==> config.mk <==
export PLATFORM = sky130hd
export DESIGN_NAME = fire_pulse_keepalive_controller
export DESIGN_NICKNAME = d
export VERILOG_FILES = /design/src/rtl/fpkc_pkg.sv /design/src/rtl/fire_pulse_keepalive_controller.sv
export SDC_FILE = /design/constraint.sdc
export NUM_CORES = 1
export LEC_CHECK = 0
export BUFFER_PORTS_ARGS = -buffer_cell sky130_fd_sc_hd__buf_4
export CAP_MARGIN = 5
export CORE_MARGIN = 2
export CORE_UTILIZATION = 46
export DETAILED_ROUTE_END_ITERATION = 10
export GPL_TIMING_DRIVEN = 0
export PLACE_DENSITY = 0.75
export SYNTH_ARGS = -nofsm -noshare
export SYNTH_HDL_FRONTEND = slang
export SYNTH_SLANG_ARGS = --single-unit
==> constraint.sdc <==
create_clock -name clk -period 14.35 [get_ports clk]
set_input_delay 0.7175 -clock clk [delete_from_list [all_inputs] [get_ports clk]]
set_output_delay 0.7175 -clock clk [all_outputs]
set_load 0.02 [all_outputs]
==> src/rtl/fpkc_pkg.sv <==
// Package with the item types, status codes and helpers of the fire pulse keep-alive controller.
package fpkc_pkg;

  typedef struct packed {
    logic        msg_present;
    logic        msg_ok;
    logic [2:0]  msg_status;
    logic [7:0]  msg_index;
    logic [7:0]  msg_fire_value;
    logic [7:0]  msg_drive_left;
    logic [7:0]  msg_drive_right;
    logic [31:0] now_ms;
  } in_item_t;

  typedef struct packed {
    logic [2:0] status_out;
    logic       solenoid_open;
    logic [7:0] left_drive;
    logic [7:0] right_drive;
  } out_item_t;

  localparam logic [2:0] ST_DISABLED  = 3'd0;
  localparam logic [2:0] ST_ENABLED   = 3'd1;
  localparam logic [2:0] ST_ADJUSTING = 3'd2;
  localparam logic [2:0] ST_PRIMED    = 3'd3;
  localparam logic [2:0] ST_FIRING    = 3'd4;

  localparam logic [1:0] REG_KEEPALIVE  = 2'd0;
  localparam logic [1:0] REG_MIN_PULSE  = 2'd1;
  localparam logic [1:0] REG_PULSE_STEP = 2'd2;
  localparam logic [1:0] REG_MAX_FIRE   = 2'd3;

  localparam logic [15:0] KEEPALIVE_RST  = 16'd1000;
  localparam logic [9:0]  MIN_PULSE_RST  = 10'd100;
  localparam logic [6:0]  PULSE_STEP_RST = 7'd10;
  localparam logic [7:0]  MAX_FIRE_RST   = 8'd20;
  localparam logic [15:0] PULSE_LEN_RST  = 16'd100;

  localparam logic [7:0]  NEUTRAL        = 8'd90;
  localparam logic [13:0] RECIP_7        = 14'd9363;

  // Speed s maps to 90 +/- s*90/63; s*90/63 equals s*10/7, done by a reciprocal multiply.
  function automatic logic [7:0] drive_map(input logic [7:0] b);
    logic [9:0]  x;
    logic [23:0] p;
    logic [7:0]  m;
    x = {4'd0, b[5:0]} * 10'd10;
    p = {14'd0, x} * {10'd0, RECIP_7};
    m = p[23:16];
    drive_map = b[6] ? (NEUTRAL - m) : (NEUTRAL + m);
  endfunction

endpackage

==> src/rtl/fire_pulse_keepalive_controller.sv <==
// Fire pulse keep-alive controller: one tick item in, one result item out.
// An accepted item is held in the input register; its result then moves into the result register.
// Throughput: one item per cycle while out_stall is low; the single pass between the two registers sets this rate.
// The output register lets a new item be taken while a finished result waits.
// Reset (rst_n low, synchronous) clears the controller state, the pipeline valids and
// loads the configuration registers with their defaults.
module fire_pulse_keepalive_controller (
  input  logic                 clk,
  input  logic                 rst_n,
  input  logic                 in_valid,
  output logic                 in_stall,
  input  fpkc_pkg::in_item_t   in_data,
  output logic                 out_valid,
  input  logic                 out_stall,
  output fpkc_pkg::out_item_t  out_data,
  input  logic                 cfg_we,
  input  logic [1:0]           cfg_index,
  input  logic [15:0]          cfg_wdata
);

  logic [15:0] keepalive_r;
  logic [9:0]  min_pulse_r;
  logic [6:0]  pulse_step_r;
  logic [7:0]  max_fire_r;

  logic [2:0]  cur_status_r, cur_status_nxt;
  logic [7:0]  cmd_index_r, cmd_index_nxt;
  logic [7:0]  cmd_fire_r, cmd_fire_nxt;
  logic [7:0]  cmd_left_r, cmd_left_nxt;
  logic [7:0]  cmd_right_r, cmd_right_nxt;
  logic [7:0]  seen_index_r, seen_index_nxt;
  logic        seen_valid_r, seen_valid_nxt;
  logic [31:0] seen_time_r, seen_time_nxt;
  logic [15:0] pulse_len_r, pulse_len_nxt;
  logic        pulse_active_r, pulse_active_nxt;
  logic        fire_latched_r, fire_latched_nxt;
  logic [31:0] pulse_end_r, pulse_end_nxt;

  logic                s1_valid_r;
  fpkc_pkg::in_item_t  s1_data_r;
  logic                out_valid_r;
  fpkc_pkg::out_item_t out_data_r, out_data_nxt;

  logic        s1_adv;
  logic        in_take;
  logic [31:0] now;
  logic [2:0]  st;
  logic        pulse_running;
  logic        seen_upd;
  logic [31:0] seen_time_eff;
  logic [31:0] age;
  logic [15:0] fire_prod;
  logic [15:0] pulse_calc;

  assign s1_adv   = s1_valid_r && (!out_valid_r || !out_stall);
  assign in_stall = s1_valid_r && !s1_adv;
  assign in_take  = in_valid && !in_stall;

  assign out_valid = out_valid_r;
  assign out_data  = out_data_r;

  always_ff @(posedge clk) begin
    if (!rst_n) begin
      keepalive_r  <= fpkc_pkg::KEEPALIVE_RST;
      min_pulse_r  <= fpkc_pkg::MIN_PULSE_RST;
      pulse_step_r <= fpkc_pkg::PULSE_STEP_RST;
      max_fire_r   <= fpkc_pkg::MAX_FIRE_RST;
    end else if (cfg_we) begin
      unique case (cfg_index)
        fpkc_pkg::REG_KEEPALIVE:  keepalive_r  <= cfg_wdata;
        fpkc_pkg::REG_MIN_PULSE:  min_pulse_r  <= cfg_wdata[9:0];
        fpkc_pkg::REG_PULSE_STEP: pulse_step_r <= cfg_wdata[6:0];
        fpkc_pkg::REG_MAX_FIRE:   max_fire_r   <= cfg_wdata[7:0];
        default: ;
      endcase
    end
  end

  always_comb begin
    now            = s1_data_r.now_ms;
    cur_status_nxt = cur_status_r;
    cmd_index_nxt  = cmd_index_r;
    cmd_fire_nxt   = cmd_fire_r;
    cmd_left_nxt   = cmd_left_r;
    cmd_right_nxt  = cmd_right_r;
    seen_index_nxt = seen_index_r;
    seen_valid_nxt = seen_valid_r;
    seen_time_nxt  = seen_time_r;
    pulse_end_nxt  = pulse_end_r;

    if (s1_data_r.msg_present) begin
      if (s1_data_r.msg_ok) begin
        cur_status_nxt = s1_data_r.msg_status;
        cmd_index_nxt  = s1_data_r.msg_index;
        cmd_fire_nxt   = s1_data_r.msg_fire_value;
        cmd_left_nxt   = s1_data_r.msg_drive_left;
        cmd_right_nxt  = s1_data_r.msg_drive_right;
      end else begin
        cur_status_nxt = fpkc_pkg::ST_DISABLED;
      end
    end

    st            = cur_status_nxt;
    pulse_running = pulse_active_r && (now < pulse_end_r);
    seen_upd      = !seen_valid_r || (seen_index_r != cmd_index_nxt);
    seen_time_eff = seen_upd ? now : seen_time_r;
    age           = now - seen_time_eff;

    if (cur_status_nxt != fpkc_pkg::ST_DISABLED) begin
      if (pulse_running) begin
        st = fpkc_pkg::ST_ADJUSTING;
      end
      if (seen_upd) begin
        seen_index_nxt = cmd_index_nxt;
        seen_valid_nxt = 1'b1;
        seen_time_nxt  = now;
      end
      if (age > {16'd0, keepalive_r}) begin
        st = fpkc_pkg::ST_DISABLED;
      end
    end

    fire_prod     = {8'd0, cmd_fire_nxt} * {9'd0, pulse_step_r};
    pulse_calc    = {6'd0, min_pulse_r} + fire_prod;
    pulse_len_nxt = (cmd_fire_nxt <= max_fire_r) ? pulse_calc : pulse_len_r;

    pulse_active_nxt = pulse_running;
    fire_latched_nxt = fire_latched_r;
    if (st != fpkc_pkg::ST_FIRING && st != fpkc_pkg::ST_ADJUSTING) begin
      pulse_active_nxt = 1'b0;
      fire_latched_nxt = 1'b0;
    end

    out_data_nxt.left_drive  = fpkc_pkg::NEUTRAL;
    out_data_nxt.right_drive = fpkc_pkg::NEUTRAL;
    if (st == fpkc_pkg::ST_ENABLED) begin
      out_data_nxt.left_drive  = fpkc_pkg::drive_map(cmd_left_nxt);
      out_data_nxt.right_drive = fpkc_pkg::drive_map(cmd_right_nxt);
    end

    if (st == fpkc_pkg::ST_FIRING && !fire_latched_nxt) begin
      pulse_active_nxt = 1'b1;
      fire_latched_nxt = 1'b1;
      pulse_end_nxt    = now + {16'd0, pulse_len_nxt};
      st               = fpkc_pkg::ST_ADJUSTING;
    end

    out_data_nxt.status_out    = st;
    out_data_nxt.solenoid_open = pulse_active_nxt;
  end

  always_ff @(posedge clk) begin
    if (!rst_n) begin
      cur_status_r   <= fpkc_pkg::ST_DISABLED;
      cmd_index_r    <= 8'd0;
      cmd_fire_r     <= 8'd0;
      cmd_left_r     <= 8'd0;
      cmd_right_r    <= 8'd0;
      seen_index_r   <= 8'd0;
      seen_valid_r   <= 1'b0;
      seen_time_r    <= 32'd0;
      pulse_len_r    <= fpkc_pkg::PULSE_LEN_RST;
      pulse_active_r <= 1'b0;
      fire_latched_r <= 1'b0;
      pulse_end_r    <= 32'd0;
    end else if (s1_adv) begin
      cur_status_r   <= out_data_nxt.status_out;
      cmd_index_r    <= cmd_index_nxt;
      cmd_fire_r     <= cmd_fire_nxt;
      cmd_left_r     <= cmd_left_nxt;
      cmd_right_r    <= cmd_right_nxt;
      seen_index_r   <= seen_index_nxt;
      seen_valid_r   <= seen_valid_nxt;
      seen_time_r    <= seen_time_nxt;
      pulse_len_r    <= pulse_len_nxt;
      pulse_active_r <= pulse_active_nxt;
      fire_latched_r <= fire_latched_nxt;
      pulse_end_r    <= pulse_end_nxt;
    end
  end

  always_ff @(posedge clk) begin
    if (!rst_n) begin
      s1_valid_r  <= 1'b0;
      out_valid_r <= 1'b0;
    end else begin
      if (in_take) begin
        s1_valid_r <= 1'b1;
      end else if (s1_adv) begin
        s1_valid_r <= 1'b0;
      end
      if (s1_adv) begin
        out_valid_r <= 1'b1;
      end else if (!out_stall) begin
        out_valid_r <= 1'b0;
      end
    end
  end

  always_ff @(posedge clk) begin
    if (in_take) begin
      s1_data_r <= in_data;
    end
    if (s1_adv) begin
      out_data_r <= out_data_nxt;
    end
  end

`ifndef NO_ASSERTIONS
  // An open pulse always carries a set fire latch.
  a_pulse_latched: assert property (@(posedge clk) disable iff (!rst_n)
    pulse_active_r |-> fire_latched_r)
    else $error("pulse active without fire latch");

  // The solenoid is open only while adjusting or firing.
  a_open_status: assert property (@(posedge clk) disable iff (!rst_n)
    (out_valid_r && out_data_r.solenoid_open) |->
    (out_data_r.status_out == fpkc_pkg::ST_ADJUSTING ||
     out_data_r.status_out == fpkc_pkg::ST_FIRING))
    else $error("solenoid open in a status that does not allow it");

  // Drives leave neutral only when enabled.
  a_neutral: assert property (@(posedge clk) disable iff (!rst_n)
    (out_valid_r && out_data_r.status_out != fpkc_pkg::ST_ENABLED) |->
    (out_data_r.left_drive == fpkc_pkg::NEUTRAL &&
     out_data_r.right_drive == fpkc_pkg::NEUTRAL))
    else $error("drive not neutral outside enabled");

  // A result that advances out of the pass leaves a valid result register behind.
  a_result_loaded: assert property (@(posedge clk) disable iff (!rst_n)
    s1_adv |=> out_valid_r)
    else $error("result lost after advance");
`endif

endmodule

==> results.cfg <==
[outcome]
status = complete, no violations

[routing]
drc = 0
wire_per_inst_um = 17.2
via_count = 16800
drt_iter0_markers = 1110
ant_nets = 0
wirelength_um = 52500
drtPass1Iterations = 5
via_per_inst = 5.52

[worst_setup_path]
critPathMaxFanout = 10
crit_path_start_kind = flop
timing.rr.start = s1_data_r[67]
critical_path_arrival_ns = 9.94
r2r_slack_ns = 4.91
timing.rr.end = pulse_end_r[31]
cp-end-kind = flop
crit_slowest_cell = mux2i_1
cp_common_cell = fa_1
crit_type = reg2reg
worstPathRequired_ns = 14.84
rr_worst_depth = 30
critPathMaxStageDelay_ns = 0.88

[cells_and_area]
layout.cell_area.non_filler_um2 = 22500
nNetsFinal = 2860
area_delta_synth_final_pct = 13.0
drive_above_1_share_pct = 8.37
antennaDiodeCount = 0

[clocking]
clock_sinks = 254
htree_levels = 1
clock_latency_ns = 0.58
cts_resized = 0
clk_pin_slew_ns = 0.06
cts_hold_buf = 0
clockBufferDepth = 3
postCtsSetupBuffers = 0
cts-buffers-inserted = 30
tritoncts = built
cts_root_buf = clkbuf_16

[sta]
finalHoldViolCount = 0
fin_crit_sh_pct = 65.8
clock_skew_ns = 0.0167
rsz0062_at_grt = no
slew-limit-headroom_pct = 32.6
finalMaxSlewViolations = 0
setup_viol = 0
period_needed_ns = 9.44
holdWs_ns = 0.319
tightest_slew_ns = 0.986
fin_setup_tns_ns = 0
fmax_ghz = 0.106

[floorplan]
die_x_um = 212
initial_utilization_pct = 46.5
die_area_um2 = 45000
std_cell_rows = 76
design.core.area_um2 = 42900
ios = 114
die_y_um = 212

[synth]
synth_edf_count = 87
synth_nets = 2717
synthesis.instances = 2294
yosys_warnings = 0
synth_area_per_cell_um2 = 8.69
synthesis.area_um2 = 19900
synth.distinct_cells = 92
synth-main-ff-cell = dfxtp_1
yosysTopAreaCell = dfxtp_1
synth-async-reset-ratio_pct = 0
synth-seq-cells = 254
yosysSeqAreaShare_pct = 29.9
synth_top_area_share_pct = 16.8
yosys-top-cells-area = dfxtp_1 17%, ha_1 17%, edfxtp_1 13%, fa_1 6.5%, nand2_1 5.9%

[pwr]
peakVddDrop_mv = 0.0924
cellPowerDensity_nw_per_um2 = 106
p_leak_uw = 0.0101

[place]
hpwl_um = 40800
io_buffer_count = 109
gp_congestion = 0.932
place_area_um2 = 21500

[global_routing]
antenna_found_initial = 0
grt_util_all_layers_pct = 23.5
overflow = 0
grt_pass1_wl_um = 84600
grt_max_degree = 30
grt_pass1_vias = 16700

[hold_path]
hold_end = s1_data_r[49]
hp-class = in2reg
worstHoldStart = in_data[49]
hold_depth = 1

[flow_run]
drv_cap = 0
[cells in the mapped netlist (all sizes together) (14+ instances only)]
library cell	number
a21oi	182
nand2b	32
xnor2	54
o211ai	14
o21ai	61
and2	38
a21o	58
a211oi	19
ha	266
nand4	17
nand2	315
a31oi	17
fa	65
nor2b	38
mux2i	68
xor2	40
inv	229
nor3	34
and3	19
nor2	178
edfxtp	87
clkbuf	66
dfxtp	167
nand3	41
[flip-flops by register name, indices dropped and copies added (netlist names), 3 cells and up]
| register | count |
|---|---|
| s1_data_r | 35 |
| now | 32 |
| pulse_end_r | 32 |
| seen_time_r | 32 |
| out_data | 20 |
| keepalive_r | 16 |
| pulse_len_r | 16 |
| min_pulse_r | 10 |
| cmd_fire_r | 8 |
| cmd_index_r | 8 |
| max_fire_r | 8 |
| seen_index_r | 8 |
| cmd_left_r | 7 |
| cmd_right_r | 7 |
| pulse_step_r | 7 |
| cur_status_r | 3 |
[kinds of logic after synthesis]
group                    synth area share [%]
adder cells (fa/ha/maj)                  23.3
multiplexers                             3.94
AND/OR/NAND/NOR                          18.0
XOR/XNOR                                 4.13
flip-flops                               29.9
buffers and inverters                    6.14
AO/OA/AOI/OAI                            14.6
[per-stage QoR]
step | cells | total power (uW) | utilization [%] | setup WS [ns]
floorplan | 2294 | 1400 | - | 6.60
global placement | 2988 | 1580 | 50.1 | 5.23
detailed placement | 2990 | 1610 | 50.2 | 4.97
CTS | 3046 | 2390 | 52.5 | 4.94
global route | 3046 | 2540 | 52.5 | 4.29
finish | 3046 | 2380 | 52.5 | 4.91
[worst max path at each step]
stage | from | to | slack, ns | depth (start not counted)
after floorplan | s1_data_r[67] | out_data[7] | 6.60 | 33
after global placement | s1_data_r[67] | pulse_end_r[31] | 5.23 | 30
after detailed placement | s1_data_r[67] | pulse_end_r[31] | 4.97 | 30
after CTS | s1_data_r[67] | pulse_end_r[31] | 4.94 | 30
after global routing | s1_data_r[67] | pulse_end_r[31] | 4.29 | 30
final | s1_data_r[67] | pulse_end_r[31] | 4.91 | 30
[final cells by class]
type	count	area [um2]
repair buffers	111	866
clock inverters	9	76.3
flip-flops and latches	254	5960
plain buffers	79	362
fillers	3875	20400
well taps	585	732
multi-input cells	1731	12800
clock buffers	47	916
inverters	230	863
[where the power goes]
part	switching (uW)	leakage (uW)	internal [uW]
sequential	26.9	0.00217	775
combinational	475	0.00746	334
clock	314	0.000491	454
[per-layer routing]
metal	track usage, %	part of all wire [%]	up-vias
met4	5.49	2.3	0
met3	3.04	5.2	82
met2	41.2	48	442
met5	0	0	-
li1	-	-	8220
met1	30.6	45	8079
[placed cells by master (no fill, tap or decap), types with 10 or more instances in the layout]
master / count
nand2_1: 315
ha_1: 266
inv_1: 228
a21oi_1: 182
nor2_1: 177
dfxtp_1: 167
buf_4: 110
edfxtp_1: 87
clkbuf_1: 73
mux2i_1: 68
fa_1: 65
a21o_1: 58
o21ai_0: 55
xnor2_1: 54
nand3_1: 41
xor2_1: 40
and2_1: 38
nor2b_1: 37
nor3_1: 33
nand2b_1: 32
clkbuf_16: 31
and3_1: 19
a211oi_1: 18
a31oi_1: 17
nand4_1: 16
o211ai_1: 14
o21bai_1: 13
or3_1: 12
o21a_1: 11
or2_2: 10
[worst max-delay path, delay by kind of cell, from the launching register on]
family | cells | cell delay [ns]
buffers and inverters | 6 | 1.23
multiplexers | 2 | 1.17
adder cells (fa/ha/maj) | 6 | 2.64
AO/OA/AOI/OAI | 8 | 2.22
XOR/XNOR | 1 | 0.19
AND/OR/NAND/NOR | 7 | 1.41
flip-flops | 1 | 0.51
No activity file was read; power rests on OpenSTA's default activity.
